===== config.mk =====
export PLATFORM = sky130hd
export DESIGN_NAME = ttv_mul
export DESIGN_NICKNAME = d
export VERILOG_FILES = /design/src/hdl/triangle_tangent_vector_defines.svh /design/src/hdl/ttv_mul.sv
export SDC_FILE = /design/constraint.sdc
export NUM_CORES = 2
export LEC_CHECK = 0
export BUFFER_PORTS_ARGS = -buffer_cell sky130_fd_sc_hd__buf_2
export CAP_MARGIN = 20
export CORE_MARGIN = 10
export CORE_UTILIZATION = 35
export DETAILED_ROUTE_END_ITERATION = 16
export HOLD_SLACK_MARGIN = 0.02
export PLACE_DENSITY = 0.62
export SYNTH_ARGS = -nofsm -noshare
export SYNTH_HDL_FRONTEND = slang
export SYNTH_SLANG_ARGS = --single-unit
export TNS_END_PERCENT = 10

===== constraint.sdc =====
create_clock -name clk -period 18.74 [get_ports clk]
set_input_delay 4.685 -clock clk [delete_from_list [all_inputs] [get_ports clk]]
set_output_delay 4.685 -clock clk [all_outputs]
set_load 0.01 [all_outputs]

===== src/hdl/triangle_tangent_vector_defines.svh =====
// ---------------------------------------------------------------------------
// Triangle tangent vector: assertion macros
// Shared property forms for the checks at the end of the top level.
// ---------------------------------------------------------------------------
`ifndef TRIANGLE_TANGENT_VECTOR_DEFINES_SVH
`define TRIANGLE_TANGENT_VECTOR_DEFINES_SVH

// Same-cycle implication, disabled during reset.
`define TTV_ASSERT_NOW(label, clk, rst, ante, cons) \
  label: assert property (@(posedge clk) disable iff (rst) (ante) |-> (cons)) \
    else $error("same-cycle check failed");

// Next-cycle implication, disabled during reset.
`define TTV_ASSERT_NEXT(label, clk, rst, ante, cons) \
  label: assert property (@(posedge clk) disable iff (rst) (ante) |=> (cons)) \
    else $error("next-cycle check failed");

`endif


===== src/hdl/ttv_mul.sv =====
// ---------------------------------------------------------------------------
// Triangle tangent vector: shared multiplier
// Signed multiplier with a registered product.
// ---------------------------------------------------------------------------
module ttv_mul #(
  parameter int MULW = 31
) (
  input  logic                     clk,
  input  logic signed [MULW-1:0]   a,
  input  logic signed [MULW-1:0]   b,
  output logic signed [2*MULW-1:0] p
);

  always_ff @(posedge clk) begin
    p <= a * b;
  end

endmodule


# == Word level (Yosys, flattened, before mapping) ==
# Cells that the tools add are included.
# totals
elab_cells,2
in_bits,63
register_bits,62
output_inout_bits,62
# classes
mul,1
# ops
operator,n
31-bit by 31-bit multiplier with 62-bit output,1

# == Depth between registers and ports, before layout ==
# logic_depth
word_depth,1
depth_mapped,30
depth_no_buf,28

# == Least setup slack after synthesis ==
# OpenSTA, ideal clock, no wires.
# synth_path
kind,input port to flip-flop
startpoint,input port a[30]
endpoint,register p[60]
path_slack_ns,6.970
setup_ns,0.079
t_arrival_ns,11.691
required_time_ns,18.661
n_path_buf,1
cell_stages,26
cell_sequence,clkbuf_1 nand2_1 inv_1 fa_1 inv_1 fa_1 inv_1 fa_1 fa_1 inv_1 fa_1 inv_1 fa_1 inv_1 fa_1 fa_1 inv_1 ha_1 a21oi_1 o21bai_1 a21oi_1 o21ai_0 a21oi_1 a21oi_1 or4_1 o211ai_1
# synth_between
elab_chain_cells,1
# synth_rtl
element,line_no,text
from (decl),ttv_mul.sv:9,"input logic signed [MULW-1:0] a,"
31-bit by 31-bit multiplier with 62-bit output,ttv_mul.sv:15,p <= a * b;
to (signal assigned),ttv_mul.sv:15,
to (decl),ttv_mul.sv:11,output logic signed [2*MULW-1:0] p
# Every way passes these cells.

# == Final worst setup path ==
# layout_path
startpoint,input port b[4]
endpoint,register p[55]
# layout_between
elab_chain_cells,1
# layout_rtl
element,line_no,text
from (decl),ttv_mul.sv:10,"input logic signed [MULW-1:0] b,"
31-bit by 31-bit multiplier with 62-bit output,ttv_mul.sv:15,
# Every way passes these cells.

==> results.toml <==
[routing]
drtIter0Drc = 1393
routedWlPerCell_um = 19.9
drc = 0
antenna_left = 0
num_vias = 25100
first_pass_iters = 8
wl_um = 102000
vias_per_cell = 4.89

[global_routing]
grt_usage_pct = 18.3
grt_pass1_wl_um = 162000
grt_max_degree = 33
antenna_found_initial = 7
grt_pass1_vias = 27700
grt_overflow = 0

[critical_path]
cp-start-kind = "input port"
arrival_ns = 13.40
crit_required_ns = 19.03
worstPathMaxFanout = 31
end_kind = "flip-flop"
crit_type = "in -> reg"

[placed_design]
port_buffers = 124
post-place-ws_ns = 5.30
dpl.hpwl_um = 76900
routabilityCongestion = 0.878
postPlaceCellArea_um2 = 37400

[clock_tree]
numCtsBuffers = 9
clockBufferDepth = 2
cts_resized = 0
cts_root_buf = "clkbuf_16"
holdBufCountCts = 0
post-cts-setup-buffer-count = 0
clkTransAtPathRegs_ns = 0.07
clkSinkCount = 62
htreeDepth = 3
cts_tree = "yes"

[status]
status = "complete, no violations"

[synth]
synth_top_area_share_pct = 57.3
ys_ff_latch = 62
syn_nets = 5059
synth_edf_count = 0
async_flop_share_pct = 0
synth_ff_type = "dfxtp_1"
synth.avg_cell_area_um2 = 9.37
synth.cell_area_um2 = 35600
yosys_warnings = 0
synth_cell_type_count = 47
synth_area_leaders = "fa_1 (57%), inv_1 (11%), and2_1 (7.9%)"
synth_top_area_cell = "fa_1"
ys_seq_area_share_pct = 3.49
syn_inst = 3796

[die]
die_h_um = 339
start_util_pct = 35.4
core-area_um2 = 100000
ioPinCount = 125
chipWidth_um = 339
rows = 116
dieArea_um2 = 115000

[finish]
largest_reg_flops = 62
area_growth_pct = 6.06
reg_top3 = "p (62)"
final_cell_area_um2 = 37700
finalNetCount = 5028
fill_cells = 10200
drive_gt1_share_pct = 4.77
max_flop_register = "p"
final_core_util_pct = 37.6

[sta]
setup_ws_ns = 5.63
final.setup.tns_ns = 0
max_slew_margin_pct = 24.4
fin_crit_ns = 13.11
fin_crit_sh_pct = 70.0
hold_viol = 0
drv_slew = 0
setup_viol = 0
worst_pin_slew_ns = 1.13
rsz0062_at_grt = "false"
max_freq_ghz = 0.0763

[min_path]
hold_path.class = "in -> reg"

[run]
maxCapViolCount = 0
## final timing paths
| path | start | end | slack [ns] | depth (start not counted) |
|---|---|---|---|---|
| worst max-delay path | b[4] | p[55] | 5.63 | 25 |
| worst min-delay path | b[0] | p[0] | 4.87 | 2 |
## per-layer routing
layer | global-route usage, % | up-vias | wire length (µm)
met5 | 0 | - | 38
met1 | 23.0 | 13200 | 40200
li1 | - | 10600 | -
met3 | 4.04 | 217 | 8240
met2 | 30.6 | 1022 | 49500
met4 | 6.50 | 6 | 3920
## placed cells by master (no fill, tap or decap), types with 26 or more instances in the layout
cell type	synthesis	final
a21o_1	30	30
a21oi_1	64	64
and2_1	451	451
buf_2	0	124
buf_4	0	32
dfxtp_1	62	62
fa_1	1018	1018
ha_1	182	182
inv_1	1016	1016
nand2_1	514	514
nor2_1	26	26
nor2b_1	29	29
xnor2_1	46	46
## stage by stage
stage	instances	hold slack, ns
floorplan	3796	4.99
global placement	5111	5.09
detailed placement	5111	5.08
CTS	5127	4.85
global route	5127	4.89
finish	5129	4.87
## layout make-up
| class | instances | area (µm²) | share of cell area, % |
|---|---|---|---|
| clock inverter | 3 | 65.1 | 0.172 |
| inverter | 1016 | 3810 | 10.1 |
| clock buffer | 13 | 270 | 0.716 |
| timing repair buffer | 156 | 861 | 2.28 |
| tap | 1357 | 1700 | 4.50 |
| multi-input combinational | 2520 | 29800 | 78.9 |
| antenna | 2 | 5.00 | 0.0133 |
| sequential | 62 | 1240 | 3.29 |
## cells by family after synthesis
logic type | count (synthesis) | share of synthesized area, %
muxes | 1 | 0.0316
AOI/OAI and AO/OA | 175 | 3.25
DFF | 62 | 3.49
and+or+nand+nor | 1076 | 15.1
xor gates and xnor gates | 68 | 1.67
buffers and inverters | 1214 | 12.8
adders and majority gates | 1200 | 63.7
## cell usage after synthesis, types with 26 or more instances
library cell and count:
a21o_1 30, ha_1 182, xnor2_1 46, nor2b_1 29, dfxtp_1 62, a21oi_1 64, nor2_1 26, fa_1 1018
and2_1 451, clkbuf_1 198, nand2_1 514, inv_1 1016
## worst max-delay path, cell delays in order
cell,delay (ns)
buf_2,0.54
nand2_1,0.26
inv_1,0.15
fa_1,0.40
inv_1,0.26
fa_1,0.48
inv_1,0.21
fa_1,0.49
fa_1,0.90
inv_1,0.43
fa_1,0.60
inv_1,0.06
fa_1,0.51
fa_1,0.50
inv_1,0.05
fa_1,0.49
inv_1,0.04
ha_1,0.40
nand4_1,0.14
o21ai_0,0.53
a311oi_1,0.19
o21ai_1,0.30
a41oi_1,0.25
nand2b_1,0.19
o311ai_0,0.31
Power is not shown: default switching activity piles up to over one toggle a cycle in this logic, so the estimate is an artifact.
